--- src/bqx_pkg.sv ---
// Shared types, constants, coefficient ROM and microprogram of the biquad crossover.
package bqx_pkg;

    // Number formats
    localparam int COEF_WIDTH  = 32;
    localparam int STATE_WIDTH = 32;
    localparam int NUM_RATES   = 4;
    localparam int CFRAC       = COEF_WIDTH - 2;
    localparam int SFRAC       = STATE_WIDTH - 18;

    // ROM scaling from its stored Q2.30 form to Q2.CFRAC
    localparam int ROM_FRAC  = 30;
    localparam int COEF_UP   = (CFRAC >= ROM_FRAC) ? (CFRAC - ROM_FRAC) : 0;
    localparam int COEF_DOWN = (CFRAC < ROM_FRAC) ? (ROM_FRAC - CFRAC) : 0;
    localparam int COEF_DM1  = (COEF_DOWN > 0) ? (COEF_DOWN - 1) : 0;
    localparam logic signed [63:0] COEF_RND = (COEF_DOWN > 0) ? (64'sd1 <<< COEF_DM1) : 64'sd0;

    // Configuration register indexes and values
    localparam int CFG_ADDR_W = 3;
    localparam logic REG_MODE = 1'b0;
    localparam logic REG_RATE = 1'b1;
    localparam logic [1:0] MODE_LEFT  = 2'd0;
    localparam logic [1:0] MODE_RIGHT = 2'd1;
    localparam logic [1:0] MODE_RESET = 2'd0;
    localparam logic [1:0] RATE_RESET = 2'd3;

    // Physical filter slots
    localparam logic [1:0] PF_HP45  = 2'd0;
    localparam logic [1:0] PF_LP2K5 = 2'd1;
    localparam logic [1:0] PF_LP230 = 2'd2;
    localparam logic [1:0] PF_HP28  = 2'd3;

    // Coefficient kinds in a ROM row
    localparam int K_A0 = 0;
    localparam int K_B1 = 1;
    localparam int K_B2 = 2;

    // [filter][rate][a0, b1, b2] in Q2.30
    localparam logic signed [31:0] COEF_ROM [4][4][3] = '{
        '{ '{ 32'sd1060408117, -32'sd2120650653, 32'sd1047239991 },
           '{ 32'sd1067054145, -32'sd2134066637, 32'sd1060408119 },
           '{ 32'sd1068884929, -32'sd2137747889, 32'sd1064050003 },
           '{ 32'sd1069278730, -32'sd2138538910, 32'sd1064834187 } },
        '{ '{ 32'sd150250263, -32'sd751295974, 32'sd278555202 },
           '{ 32'sd47543180, -32'sd1420385853, 32'sd536816749 },
           '{ 32'sd27031840, -32'sd1614532345, 32'sd648917879 },
           '{ 32'sd23214420, -32'sd1656867353, 32'sd675983210 } },
        '{ '{ 32'sd2057160, -32'sd2010499983, 32'sd944986800 },
           '{ 32'sd530438, -32'sd2078929187, 32'sd1007309113 },
           '{ 32'sd281704, -32'sd2097731382, 32'sd1025116372 },
           '{ 32'sd238228, -32'sd2101772538, 32'sd1028983626 } },
        '{ '{ 32'sd478886325, -32'sd598105262, 32'sd243698216 },
           '{ 32'sd726289477, -32'sd1337040167, 32'sd494375915 },
           '{ 32'sd809297072, -32'sd1552448052, 32'sd610998414 },
           '{ 32'sd828209210, -32'sd1599519518, 32'sd639575499 } }
    };

    // Look up one coefficient and bring it to the working format
    function automatic logic signed [COEF_WIDTH-1:0] coef_q(input logic [1:0] f,
                                                          input logic [1:0] r,
                                                          input int k);
        logic signed [63:0] v;
        v = 64'(COEF_ROM[f][r][k]);
        v = ((v <<< COEF_UP) + COEF_RND) >>> COEF_DOWN;
        return v[COEF_WIDTH-1:0];
    endfunction

    // Control word fields
    typedef enum logic [1:0] {
        CS_A0  = 2'd0,
        CS_A1  = 2'd1,
        CS_NB1 = 2'd2,
        CS_NB2 = 2'd3
    } t_coef_sel;

    typedef enum logic {
        OP_X   = 1'b0,
        OP_TAP = 1'b1
    } t_opnd_sel;

    typedef enum logic [1:0] {
        ACC_NONE = 2'd0,
        ACC_LOAD = 2'd1,
        ACC_ADD  = 2'd2
    } t_acc_op;

    typedef enum logic [1:0] {
        WR_X   = 2'd0,
        WR_TAP = 2'd1,
        WR_Y   = 2'd2
    } t_wr_src;

    typedef enum logic [1:0] {
        X_HOLD     = 2'd0,
        X_FROM_Y   = 2'd1,
        X_FROM_SRC = 2'd2
    } t_x_ld;

    typedef enum logic [1:0] {
        OUT_NONE = 2'd0,
        OUT_LOW  = 2'd1,
        OUT_HIGH = 2'd2
    } t_out_ld;

    // Logical filter: the low-pass slot follows the mode
    typedef enum logic [1:0] {
        FLT_HP45 = 2'd0,
        FLT_LP   = 2'd1,
        FLT_HP28 = 2'd2
    } t_filt;

    // Program layout: eight steps per filter, then a hand-off step
    localparam int STEPS_PER_FILT = 8;
    localparam int NUM_STEPS      = 3 * STEPS_PER_FILT + 1;
    localparam int PC_W           = $clog2(NUM_STEPS);
    localparam logic [PC_W-1:0] STEP_F0_END = PC_W'(STEPS_PER_FILT - 1);
    localparam logic [PC_W-1:0] STEP_LP_END = PC_W'(2 * STEPS_PER_FILT - 1);
    localparam logic [PC_W-1:0] STEP_HP_END = PC_W'(3 * STEPS_PER_FILT - 1);
    localparam logic [PC_W-1:0] STEP_DONE   = PC_W'(3 * STEPS_PER_FILT);

    typedef struct packed {
        logic            rd_en;
        logic [1:0]      rd_idx;
        logic            mul_en;
        t_coef_sel       coef_sel;
        t_opnd_sel       opnd_sel;
        t_acc_op         acc_op;
        logic            nar_en;
        logic            wr_en;
        logic [1:0]      wr_idx;
        t_wr_src         wr_src;
        t_x_ld           x_ld;
        t_out_ld         out_ld;
        t_filt           filt;
        logic            jmp_sub;
        logic [PC_W-1:0] jmp_tgt;
        logic            done;
    } t_ctl;

    localparam t_ctl CTL_NOP = t_ctl'('0);

    // One step of a biquad: read taps, multiply, accumulate, narrow, shift the taps
    function automatic t_ctl filt_step(input logic [2:0] t);
        t_ctl c;
        c = CTL_NOP;
        unique case (t)
            3'd0: begin
                c.rd_en = 1'b1; c.rd_idx = 2'd0;
                c.mul_en = 1'b1; c.coef_sel = CS_A0; c.opnd_sel = OP_X;
            end
            3'd1: begin
                c.rd_en = 1'b1; c.rd_idx = 2'd1;
                c.mul_en = 1'b1; c.coef_sel = CS_A1; c.opnd_sel = OP_TAP;
                c.acc_op = ACC_LOAD;
                c.wr_en = 1'b1; c.wr_idx = 2'd1; c.wr_src = WR_TAP;
            end
            3'd2: begin
                c.rd_en = 1'b1; c.rd_idx = 2'd2;
                c.mul_en = 1'b1; c.coef_sel = CS_A0; c.opnd_sel = OP_TAP;
                c.acc_op = ACC_ADD;
                c.wr_en = 1'b1; c.wr_idx = 2'd0; c.wr_src = WR_X;
            end
            3'd3: begin
                c.rd_en = 1'b1; c.rd_idx = 2'd3;
                c.mul_en = 1'b1; c.coef_sel = CS_NB1; c.opnd_sel = OP_TAP;
                c.acc_op = ACC_ADD;
                c.wr_en = 1'b1; c.wr_idx = 2'd3; c.wr_src = WR_TAP;
            end
            3'd4: begin
                c.mul_en = 1'b1; c.coef_sel = CS_NB2; c.opnd_sel = OP_TAP;
                c.acc_op = ACC_ADD;
            end
            3'd5: begin
                c.acc_op = ACC_ADD;
            end
            3'd6: begin
                c.nar_en = 1'b1;
            end
            3'd7: begin
                c.wr_en = 1'b1; c.wr_idx = 2'd2; c.wr_src = WR_Y;
            end
            default: begin
                c = CTL_NOP;
            end
        endcase
        return c;
    endfunction

    // Microprogram ROM
    function automatic t_ctl ucode(input logic [PC_W-1:0] pc);
        t_ctl c;
        c = CTL_NOP;
        if (pc == STEP_DONE) begin
            c.done = 1'b1;
        end else if (pc < STEP_DONE) begin
            c = filt_step(pc[2:0]);
            c.filt = t_filt'(pc[PC_W-1:3]);
        end
        // Chain the filters and collect outputs after the low-pass and the last high-pass
        if (pc == STEP_F0_END) begin
            c.x_ld = X_FROM_Y;
        end
        if (pc == STEP_LP_END) begin
            c.x_ld    = X_FROM_SRC;
            c.out_ld  = OUT_LOW;
            c.jmp_sub = 1'b1;
            c.jmp_tgt = STEP_DONE;
        end
        if (pc == STEP_HP_END) begin
            c.out_ld = OUT_HIGH;
        end
        return c;
    endfunction

endpackage

--- src/bqx_regs.sv ---
// APB-style configuration registers: mode and sample-rate select.
module bqx_regs
    import bqx_pkg::*;
(
    input  logic                  i_clk,
    input  logic                  i_rst_n,
    input  logic                  psel,
    input  logic                  penable,
    input  logic                  pwrite,
    input  logic [CFG_ADDR_W-1:0] paddr,
    input  logic [31:0]           pwdata,
    output logic [31:0]           prdata,
    output logic                  pready,
    output logic [1:0]            o_mode,
    output logic [1:0]            o_rate
);

    logic [1:0] r_mode;
    logic [1:0] r_rate;
    logic       wr_fire;
    logic       reg_sel;

    assign pready  = 1'b1;
    assign wr_fire = psel && penable && pwrite && pready;
    assign reg_sel = paddr[2];

    // Write on the access phase of a write transaction
    always_ff @(posedge i_clk) begin
        if (!i_rst_n) begin
            r_mode <= MODE_RESET;
            r_rate <= RATE_RESET;
        end else if (wr_fire) begin
            unique case (reg_sel)
                REG_MODE: r_mode <= pwdata[1:0];
                REG_RATE: r_rate <= pwdata[1:0];
                default:  r_mode <= r_mode;
            endcase
        end
    end

    // Read back the selected register
    always_comb begin
        unique case (reg_sel)
            REG_MODE: prdata = {30'd0, r_mode};
            REG_RATE: prdata = {30'd0, r_rate};
            default:  prdata = 32'd0;
        endcase
    end

    assign o_mode = r_mode;
    assign o_rate = r_rate;

endmodule

--- src/bqx_sequencer.sv ---
// Microcode sequencer: step counter, control ROM fetch and conditional jump.
module bqx_sequencer
    import bqx_pkg::*;
(
    input  logic i_clk,
    input  logic i_rst_n,
    input  logic i_start,
    input  logic i_sub,
    input  logic i_out_free,
    output t_ctl o_ctl,
    output logic o_busy,
    output logic o_fire
);

    logic [PC_W-1:0] r_pc;
    logic            r_busy;
    t_ctl            word;

    assign word   = ucode(r_pc);
    assign o_ctl  = r_busy ? word : CTL_NOP;
    assign o_busy = r_busy;
    assign o_fire = r_busy && word.done && i_out_free;

    // Advance through the program; hold on the final step until the output is free
    always_ff @(posedge i_clk) begin
        if (!i_rst_n) begin
            r_pc   <= '0;
            r_busy <= 1'b0;
        end else if (!r_busy) begin
            if (i_start) begin
                r_pc   <= '0;
                r_busy <= 1'b1;
            end
        end else if (word.done) begin
            if (i_out_free) begin
                r_pc   <= '0;
                r_busy <= 1'b0;
            end
        end else if (word.jmp_sub && i_sub) begin
            r_pc <= word.jmp_tgt;
        end else begin
            r_pc <= r_pc + PC_W'(1);
        end
    end

endmodule

--- src/bqx_datapath.sv ---
// Biquad datapath: delay taps, coefficient select, multiplier, accumulator, output scaling.
module bqx_datapath
    import bqx_pkg::*;
(
    input  logic               i_clk,
    input  logic               i_rst_n,
    input  t_ctl               i_ctl,
    input  logic               i_start,
    input  logic [1:0]         i_mode,
    input  logic [1:0]         i_rate,
    input  logic signed [15:0] i_left,
    input  logic signed [15:0] i_right,
    output logic signed [15:0] o_low,
    output logic signed [15:0] o_high
);

    localparam int CW      = COEF_WIDTH;
    localparam int SW      = STATE_WIDTH;
    localparam int PROD_W  = CW + 1 + SW;
    localparam int ACC_W   = PROD_W + 3;
    localparam int NTAPS   = 16;
    localparam int TAP_W   = $clog2(NTAPS);

    localparam logic signed [ACC_W-1:0] SMAX = {{(ACC_W-SW+1){1'b0}}, {(SW-1){1'b1}}};
    localparam logic signed [ACC_W-1:0] SMIN = {{(ACC_W-SW+1){1'b1}}, {(SW-1){1'b0}}};
    localparam logic signed [SW:0] TRUNC_BIAS = {{(SW+1-SFRAC){1'b0}}, {SFRAC{1'b1}}};
    localparam logic signed [SW:0] OUT_MAX    = {{(SW+1-15){1'b0}}, {15{1'b1}}};
    localparam logic signed [SW:0] OUT_MIN    = {{(SW+1-15){1'b1}}, {15{1'b0}}};

    logic signed [SW-1:0]     r_taps [NTAPS];
    logic signed [SW-1:0]     r_tap;
    logic signed [SW-1:0]     r_x;
    logic signed [SW-1:0]     r_src;
    logic signed [SW-1:0]     r_y;
    logic signed [PROD_W-1:0] r_prod;
    logic signed [ACC_W-1:0]  r_acc;
    logic signed [15:0]       r_low;
    logic signed [15:0]       r_high;

    logic                     sub;
    logic [1:0]               row;
    logic [1:0]               phys;
    logic                     is_hp;
    logic signed [CW-1:0]     a0;
    logic signed [CW-1:0]     b1;
    logic signed [CW-1:0]     b2;
    logic signed [CW:0]       coef_op;
    logic signed [SW-1:0]     opnd;
    logic signed [16:0]       src17;
    logic signed [SW-1:0]     x_src;
    logic signed [ACC_W-1:0]  acc_sh;
    logic signed [SW-1:0]     n_y;
    logic signed [SW-1:0]     wr_data;
    logic [TAP_W-1:0]         rd_addr;
    logic [TAP_W-1:0]         wr_addr;
    logic signed [15:0]       y16;

    // Truncate toward zero to an integer and saturate to int16
    function automatic logic signed [15:0] to_out16(input logic signed [SW-1:0] y);
        logic signed [SW:0] ys;
        logic signed [SW:0] q;
        ys = (SW+1)'(y) + (y[SW-1] ? TRUNC_BIAS : '0);
        q  = ys >>> SFRAC;
        if (q > OUT_MAX) begin
            q = OUT_MAX;
        end else if (q < OUT_MIN) begin
            q = OUT_MIN;
        end
        return q[15:0];
    endfunction

    assign sub = (i_mode != MODE_LEFT) && (i_mode != MODE_RIGHT);
    assign row = (32'(i_rate) >= NUM_RATES) ? 2'(NUM_RATES - 1) : i_rate;

    // Map the logical filter of this step onto its tap and ROM slot
    always_comb begin
        unique case (i_ctl.filt)
            FLT_HP45: phys = PF_HP45;
            FLT_LP:   phys = sub ? PF_LP230 : PF_LP2K5;
            FLT_HP28: phys = PF_HP28;
            default:  phys = PF_HP45;
        endcase
    end

    assign is_hp = (phys == PF_HP45) || (phys == PF_HP28);
    assign a0    = coef_q(phys, row, K_A0);
    assign b1    = coef_q(phys, row, K_B1);
    assign b2    = coef_q(phys, row, K_B2);

    // Select the coefficient operand; feedback terms enter negated
    always_comb begin
        unique case (i_ctl.coef_sel)
            CS_A0:   coef_op = (CW+1)'(a0);
            CS_A1:   coef_op = is_hp ? -((CW+1)'(a0) <<< 1) : ((CW+1)'(a0) <<< 1);
            CS_NB1:  coef_op = -(CW+1)'(b1);
            CS_NB2:  coef_op = -(CW+1)'(b2);
            default: coef_op = '0;
        endcase
    end

    assign opnd = (i_ctl.opnd_sel == OP_TAP) ? r_tap : r_x;

    // Form the mono source in the tap format
    always_comb begin
        if (i_mode == MODE_LEFT) begin
            src17 = 17'(i_left) <<< 1;
        end else if (i_mode == MODE_RIGHT) begin
            src17 = 17'(i_right) <<< 1;
        end else begin
            src17 = 17'(i_left) + 17'(i_right);
        end
        x_src = SW'(src17) <<< SFRAC;
    end

    // Floor the sum to the tap format and saturate
    always_comb begin
        acc_sh = r_acc >>> CFRAC;
        if (acc_sh > SMAX) begin
            n_y = SMAX[SW-1:0];
        end else if (acc_sh < SMIN) begin
            n_y = SMIN[SW-1:0];
        end else begin
            n_y = acc_sh[SW-1:0];
        end
    end

    always_comb begin
        unique case (i_ctl.wr_src)
            WR_X:    wr_data = r_x;
            WR_TAP:  wr_data = r_tap;
            WR_Y:    wr_data = r_y;
            default: wr_data = r_x;
        endcase
    end

    assign rd_addr = {phys, i_ctl.rd_idx};
    assign wr_addr = {phys, i_ctl.wr_idx};
    assign y16     = to_out16(r_y);

    // Delay taps: cleared by reset, at most one write per step
    always_ff @(posedge i_clk) begin
        if (!i_rst_n) begin
            for (int i = 0; i < NTAPS; i++) begin
                r_taps[i] <= '0;
            end
        end else if (i_ctl.wr_en) begin
            r_taps[wr_addr] <= wr_data;
        end
    end

    // Tap read, multiply, accumulate and narrow stages
    always_ff @(posedge i_clk) begin
        if (i_ctl.rd_en) begin
            r_tap <= r_taps[rd_addr];
        end
        if (i_ctl.mul_en) begin
            r_prod <= coef_op * opnd;
        end
        unique case (i_ctl.acc_op)
            ACC_LOAD: r_acc <= ACC_W'(r_prod);
            ACC_ADD:  r_acc <= r_acc + ACC_W'(r_prod);
            default:  r_acc <= r_acc;
        endcase
        if (i_ctl.nar_en) begin
            r_y <= n_y;
        end
    end

    // Filter input and source
    always_ff @(posedge i_clk) begin
        if (i_start) begin
            r_x   <= x_src;
            r_src <= x_src;
        end else begin
            unique case (i_ctl.x_ld)
                X_FROM_Y:   r_x <= r_y;
                X_FROM_SRC: r_x <= r_src;
                default:    r_x <= r_x;
            endcase
        end
    end

    // Capture outputs; subwoofer mode copies the low result to both
    always_ff @(posedge i_clk) begin
        unique case (i_ctl.out_ld)
            OUT_LOW: begin
                r_low <= y16;
                if (sub) begin
                    r_high <= y16;
                end
            end
            OUT_HIGH: r_high <= y16;
            default:  r_low  <= r_low;
        endcase
    end

    assign o_low  = r_low;
    assign o_high = r_high;

endmodule

--- src/biquad_audio_crossover_top.sv ---
// Top level of the two-way / subwoofer biquad crossover.
//
// Input channel: i_valid / o_stall carry one stereo frame (i_left_sample,
// i_right_sample, i_frame_last); a transaction completes when i_valid is
// high and o_stall is low. Output channel: o_valid / i_stall carry one
// result (o_low_out, o_high_out, o_last) per frame.
// Configuration: APB-style port, register 0 (mode) at 0x0, register 1
// (rate select) at 0x4; write only while no frame is in flight.
// Each frame runs a 25-step microprogram on one shared multiply-accumulate
// datapath (eight steps per biquad, three biquads, one hand-off step). A new
// frame is taken only while the sequencer is idle, so it cannot start before
// the previous frame is handed off. In subwoofer mode the program skips the
// third biquad.
// A finished result waits in the output register; the next frame is taken
// and processed meanwhile, and the sequencer holds on its last step while
// the receiver stalls. Reset clears all delay taps, sets mode 0 and
// rate select 3, and empties the output register.
module biquad_audio_crossover_top
    import bqx_pkg::*;
(
    input  logic                  i_clk,
    input  logic                  i_rst_n,
    input  logic                  i_valid,
    output logic                  o_stall,
    input  logic signed [15:0]    i_left_sample,
    input  logic signed [15:0]    i_right_sample,
    input  logic                  i_frame_last,
    output logic                  o_valid,
    input  logic                  i_stall,
    output logic signed [15:0]    o_low_out,
    output logic signed [15:0]    o_high_out,
    output logic                  o_last,
    input  logic                  psel,
    input  logic                  penable,
    input  logic                  pwrite,
    input  logic [CFG_ADDR_W-1:0] paddr,
    input  logic [31:0]           pwdata,
    output logic [31:0]           prdata,
    output logic                  pready
);

    logic               r_ovalid;
    logic               r_last;
    logic [1:0]         mode;
    logic [1:0]         rate;
    logic               busy;
    logic               fire;
    logic               start;
    logic               out_free;
    logic               sub;
    t_ctl               ctl;
    logic signed [15:0] low16;
    logic signed [15:0] high16;

    assign start    = i_valid && !busy;
    assign out_free = !r_ovalid || !i_stall;
    assign sub      = (mode != MODE_LEFT) && (mode != MODE_RIGHT);
    assign o_stall  = busy;

    bqx_regs u_regs (
        .i_clk   (i_clk),
        .i_rst_n (i_rst_n),
        .psel    (psel),
        .penable (penable),
        .pwrite  (pwrite),
        .paddr   (paddr),
        .pwdata  (pwdata),
        .prdata  (prdata),
        .pready  (pready),
        .o_mode  (mode),
        .o_rate  (rate)
    );

    bqx_sequencer u_seq (
        .i_clk      (i_clk),
        .i_rst_n    (i_rst_n),
        .i_start    (start),
        .i_sub      (sub),
        .i_out_free (out_free),
        .o_ctl      (ctl),
        .o_busy     (busy),
        .o_fire     (fire)
    );

    bqx_datapath u_dp (
        .i_clk   (i_clk),
        .i_rst_n (i_rst_n),
        .i_ctl   (ctl),
        .i_start (start),
        .i_mode  (mode),
        .i_rate  (rate),
        .i_left  (i_left_sample),
        .i_right (i_right_sample),
        .o_low   (low16),
        .o_high  (high16)
    );

    // Hold the end-of-buffer mark with the frame in flight
    always_ff @(posedge i_clk) begin
        if (start) begin
            r_last <= i_frame_last;
        end
    end

    // Output register: load on hand-off, drop when the receiver takes it
    always_ff @(posedge i_clk) begin
        if (!i_rst_n) begin
            r_ovalid <= 1'b0;
        end else if (fire) begin
            r_ovalid <= 1'b1;
        end else if (!i_stall) begin
            r_ovalid <= 1'b0;
        end
    end

    always_ff @(posedge i_clk) begin
        if (fire) begin
            o_low_out  <= low16;
            o_high_out <= high16;
            o_last     <= r_last;
        end
    end

    assign o_valid = r_ovalid;

endmodule
--- config.mk ---
export PLATFORM = sky130hd
export DESIGN_NAME = biquad_audio_crossover_top
export DESIGN_NICKNAME = d
export VERILOG_FILES = /design/src/bqx_pkg.sv /design/src/bqx_regs.sv /design/src/bqx_sequencer.sv /design/src/bqx_datapath.sv /design/src/biquad_audio_crossover_top.sv
export SDC_FILE = /design/constraint.sdc
export NUM_CORES = 2
export LEC_CHECK = 0
export ABC_CLOCK_PERIOD_IN_PS = 11370
export BUFFER_PORTS_ARGS = -buffer_cell sky130_fd_sc_hd__clkbuf_2
export CELL_PAD_IN_SITES_DETAIL_PLACEMENT = 1
export CELL_PAD_IN_SITES_GLOBAL_PLACEMENT = 2
export CORE_ASPECT_RATIO = 1.5
export CORE_UTILIZATION = 44
export CTS_CLUSTER_DIAMETER = 60
export DETAILED_ROUTE_END_ITERATION = 6
export GPL_ROUTABILITY_DRIVEN = 0
export PLACE_DENSITY_LB_ADDON = 0.1
export SLEW_MARGIN = 5
export SYNTH_ARGS = -nofsm -noshare
export SYNTH_HDL_FRONTEND = slang
export SYNTH_HIERARCHICAL = 1
export SYNTH_SLANG_ARGS = --single-unit
--- constraint.sdc ---
create_clock -name i_clk -period 11.37 [get_ports i_clk]
set_clock_uncertainty 0.2 [all_clocks]
set_input_delay 0.5685 -clock i_clk [delete_from_list [all_inputs] [get_ports i_clk]]
set_output_delay 0.5685 -clock i_clk [all_outputs]
set_load 0.01 [all_outputs]
; After elaboration in Yosys (flattened, before gate mapping)
; Memory sizes are Yosys's and may differ from the RTL's. A register that Yosys moved wholly into a read port is not among the register bits.
; Cells that the tools add are included.
[word_totals]
inputBits = 75
word_cells = 149
ramBits = 512
mem_bits_ro = 0
latchBits = 0
mem_count = 1
reg_bits = 291
[op_classes]
muxes = 55
div = 0
n_bitwise = 3
shift = 0
mul = 1
reduce_logical = 28
add_sub_neg = 7
n_eq_ne = 30
order_cmp = 7
[memory_table]
columns = memory, words, word_bits, read_ports, rd_ports_with_merged_regs, wr, line
row1 = u_dp.r_taps, 16, 32, 1, 1, 16, bqx_datapath.sv:30  ; logic signed [SW-1:0] r_taps [NTAPS];
[op_table]
columns = cell, n
row1 = binary-select mux 384 bit (select 2 bit), 1
row2 = two-way mux 384 bit, 2
row3 = binary-select mux 96 bit (select 2 bit), 1
row4 = two-way mux 96 bit, 2
row5 = one-hot mux 32 bit (2 select lines), 3
row6 = one-hot mux 68 bit (2 select lines), 1
row7 = one-hot mux 33 bit (4 select lines), 1
row8 = two-way mux 32 bit, 4
row9 = adder 68 x 65 -> 68 bit, 1
row10 = negation 32 -> 33 bit, 2
row11 = multiplier 33 x 32 -> 65 bit, 1
row12 = two-way mux 28 bit, 2
row13 = two-way mux 16 bit, 3
row14 = greater-than comparator 38 x 32 -> 1 bit (second input constant), 1
row15 = < comparator 38 x 32 -> 1 bit (second input constant), 1
row16 = two-way mux 17 bit, 2
row17 = adder 32 x 15 -> 33 bit, 1
row18 = two-way mux 33 bit, 1
row19 = negation 33 bit, 1
row20 = one-hot mux 16 bit (2 select lines), 1
row21 = OR reduction 32 bit, 1
row22 = two-way mux 27 bit, 1
row23 = two-way mux 5 bit, 5
row24 = one-hot mux 4 bit (5 select lines), 1
row25 = 35 further kinds, 91

; Longest topological paths before layout
[logic_depth]
depth_word = 22
depth_mapped = 46
ltp_nobuf = 44

; Hierarchy
; Netlist, hierarchy kept.
[by_module_without_submodules]
columns = mod, n_inst, cells_per_inst, area_each_um2, seq_area_each_um2
row1 = bqx_datapath, 1, 7455, 77458.0, 23582.6
row2 = biquad_audio_crossover_top, 1, 40, 1066.0, 1041.0
row3 = bqx_sequencer, 1, 92, 686.9, 120.1
row4 = bqx_regs, 1, 53, 446.7, 80.1

; Worst setup path after synthesis
; No wires, ideal clock.
[synth_path]
path_type = register to register
start = register u_seq.r_busy, in the netlist u_seq/o_busy
end = register u_dp.r_prod[63], data pin
arrival_ns = 9.946
path_slack_ns = 0.965
stages_incl_launch_ff = 44
period_less_slack_ns = 10.405
path_cell_list = dfxtp_1 -> clkbuf_1 -> and3_1 -> inv_1 -> ha_1 -> buf_2 -> nor2_1 -> nand2_1 -> o21ai_0 -> a21oi_1 -> nor2_1 -> nor3_1 -> ha_1 -> or4b_4 -> nor2_1 -> nand2_1 -> a311oi_2 -> buf_2 -> [8 not listed] -> fa_1 -> inv_1 -> fa_1 -> fa_1 -> fa_1 -> ha_1 -> buf_6 -> a21o_1 -> a21o_1 -> a21o_1 -> or3_1 -> a21o_1 -> a21oi_2 -> o31ai_1 -> a21oi_2 -> o21ai_2 -> a221oi_2 -> xnor2_1
[synth_rtl]
columns = element, line
row1 = start: declaration, bqx_sequencer.sv:16  ; logic r_busy;
row2 = start signal: assignment, bqx_sequencer.sv:28  ; r_busy <= 1'b0;
row3 = start signal: assignment, bqx_sequencer.sv:32  ; r_busy <= 1'b1;
row4 = start signal: assignment, bqx_sequencer.sv:37  ; r_busy <= 1'b0;
row5 = end signal: assignment, bqx_datapath.sv:157  ; r_prod <= coef_op * opnd;
row6 = end: declaration, bqx_datapath.sv:35  ; logic signed [PROD_W-1:0] r_prod;

==> flow_metrics.tcl <==
set metrics [dict create \
    whs_path_depth 3 \
    cts_made_buffers 90 \
    worstPathArrival_ns 11.25 \
    critPathLaunchType "flip-flop" \
    antenna_found_initial 9 \
    cp_data_required_time_ns 11.60 \
    seqCellArea_um2 24800 \
    holdPathEnd "u_regs/o_mode[0]$_SDFFE_PN0P_" \
    dp.cells 10200 \
    antenna_left 0 \
    htree_levels 3 \
    dpl_cell_area_um2 86300 \
    cts_root_buffer "clkbuf_16" \
    multiInputGateArea_um2 49300 \
    cp-end-kind "flip-flop" \
    nNetsFinal 9406 \
    fillers 19600 \
    die_w_um 349 \
    fin_crit_ns 11.02 \
    routedWlPerCell_um 28.8 \
    grt_setup_unrepaired "no" \
    reg2reg_from "u_seq/o_busy$_SDFF_PN0_" \
    critPathSlowestCell "fa_1" \
    fp.dieH_um 523 \
    min_from "pwrite" \
    io_pins 143 \
    r2r_end "u_dp/r_prod[63]$_DFFE_PP_" \
    post-route-period-util 0.969 \
    vias 59000 \
    viasPerCell 5.68 \
    reg2reg_depth 42 \
    start_util 0.444 \
    slew_violations 0 \
    syn_to_final_growth_pct 12.3 \
    grt_first_pass_wirelength_mm 435 \
    drt_iter0_markers 3713 \
    final-hold-violation-count 0 \
    hp-class "primary input to flip-flop" \
    grt_usage 0.333 \
    crit_fanout 14 \
    drive_gt1_frac 0.144 \
    grt_max_degree 129 \
    core-area_um2 179000 \
    postLayoutCellArea_um2 89400 \
    status "complete, no violations" \
    final_cells 10400 \
    totalWireLength_mm 300 \
    path_clk_slew_ns 0.06 \
    rows 190 \
    avgSynthCellArea_um2 10.4 \
    clk_path_buf_depth 3 \
    worst_pin_slew_ns 1.35 \
    cts_tree "yes" \
    insertion_delay_ns 0.74 \
    grt-ovfl-total 0 \
    drt_pass1_iterations 5 \
    dieArea_um2 183000 \
    rrSetupSlack_ns 0.35 \
    dp_hpwl_mm 234 \
    max_freq_ghz 0.0908 \
    cpPeakStageDelay_ns 0.61 \
    slew_headroom 0.101 \
    cp_common_cell "fa_1" \
    synth_warnings 6 \
    path_class "flip-flop to flip-flop" \
    drcViolationCount 0 \
    grt_pass1_vias 65800 \
    setup_viol 0 \
    portBuffers 79 \
    maxCapViolCount 0 \
    post_synth_inst_count 7633 \
    netlist_area_um2 79600 \
    cts.sinks 835 \
]
==> layout by cell type (no fill, tap or decap), drive strengths merged, types with 13 or more instances in the layout <==
cell,count
a221oi,13
mux2i,67
and2,45
ha,304
fa,1114
nor2,1267
xor2,61
nand2,697
nor3,25
and3,30
nand4,28
mux4,129
conb,31
a22oi,103
o21bai,21
buf,558
o21a,31
xnor2,120
o21ai,194
dfxtp,25
inv,1115
mux2,85
nand2b,57
a21oi,287
clkbuf,197
o22ai,21
edfxtp,810
a21o,150
o211ai,18
nor2b,52
a211oi,38
clkinv,38
o31ai,20
nor3b,20
nand3,41
a31oi,26
==> state kept, by name, indices dropped and copies added, names as in the netlist, 5 cells and up <==
name and count:
o_high_out 16, u_dp/r_y 32, u_dp/r_src 17, u_seq/r_pc 5, u_dp/o_high 16, u_dp/r_x 32, o_low_out 16, u_dp/o_low 16
u_dp/r_taps 512, u_dp/r_tap 32, u_dp/r_prod 65, u_dp/r_acc 68
==> per-layer routing <==
layer	GRT usage	vias up	wire (um)
met3	0.0408	818	13300
met5	0	-	24
li1	-	25300	-
met1	0.335	31000	97300
met4	0.287	4	31400
met2	0.606	1802	158000
==> final cells by class <==
cell class	instances	area share
Multi-Input combinational cell	5236	0.551
Tap cell	2400	0.0336
Clock buffer	118	0.0267
Antenna cell	4	0.000112
Clock inverter	48	0.00561
Inverter	1109	0.0466
Timing Repair Buffer	641	0.0585
Sequential cell	835	0.278
==> repair_timing <==
item,CTS,global route
endpoints found under the hold margin,6,0
endpoints found under the setup margin,15,32
hold buffers,4,0
resized for setup,5,30
pin swaps,0,7
buffers inserted,0,2
==> worst max-delay path by stage <==
stage                                          start                   endpoint  slack (ns)  cells after the start
final                        u_seq/o_busy$_SDFF_PN0_  u_dp/r_prod[63]$_DFFE_PP_        0.35                     42
after global routing      u_seq/r_pc[4]$_SDFFE_PN0P_  u_dp/r_prod[48]$_DFFE_PP_       0.003                     46
after CTS                    u_seq/o_busy$_SDFF_PN0_  u_dp/r_prod[48]$_DFFE_PP_        0.03                     44
after detailed placement  u_seq/r_pc[4]$_SDFFE_PN0P_  u_dp/r_prod[48]$_DFFE_PP_       -0.26                     46
after global placement    u_seq/r_pc[4]$_SDFFE_PN0P_  u_dp/r_prod[48]$_DFFE_PP_       -0.10                     46
after floorplan              u_seq/o_busy$_SDFF_PN0_  u_dp/r_prod[63]$_DFFE_PP_        0.98                     43
==> stage by stage <==
step	setup slack (ns)	utilization	hold slack, ns	TNS (ns)
2_1_floorplan	0.980	-	0.200	0
3_3_place_gp	-0.100	0.482	0.203	-0.318
3_5_place_dp	-0.258	0.482	0.206	-1.65
4_1_cts	0.0307	0.498	0.0278	0
5_1_grt	0.00274	0.499	0.0653	0
6_report	0.352	0.499	0.0871	0
==> critical path, delay by kind of cell (launching register included) <==
family                     cells  cell delay (ns)
and+or+nand+nor                6             1.12
adders and majority gates     11             4.83
buffers and inverters          9             1.41
AOI/OAI and AO/OA             15             2.69
xor gates and xnor gates       1             0.11
DFF                            1             0.33
Power is left out: the tool's default activity adds up to more than one toggle a clock period on the data nets, which glitch-free logic cannot reach.
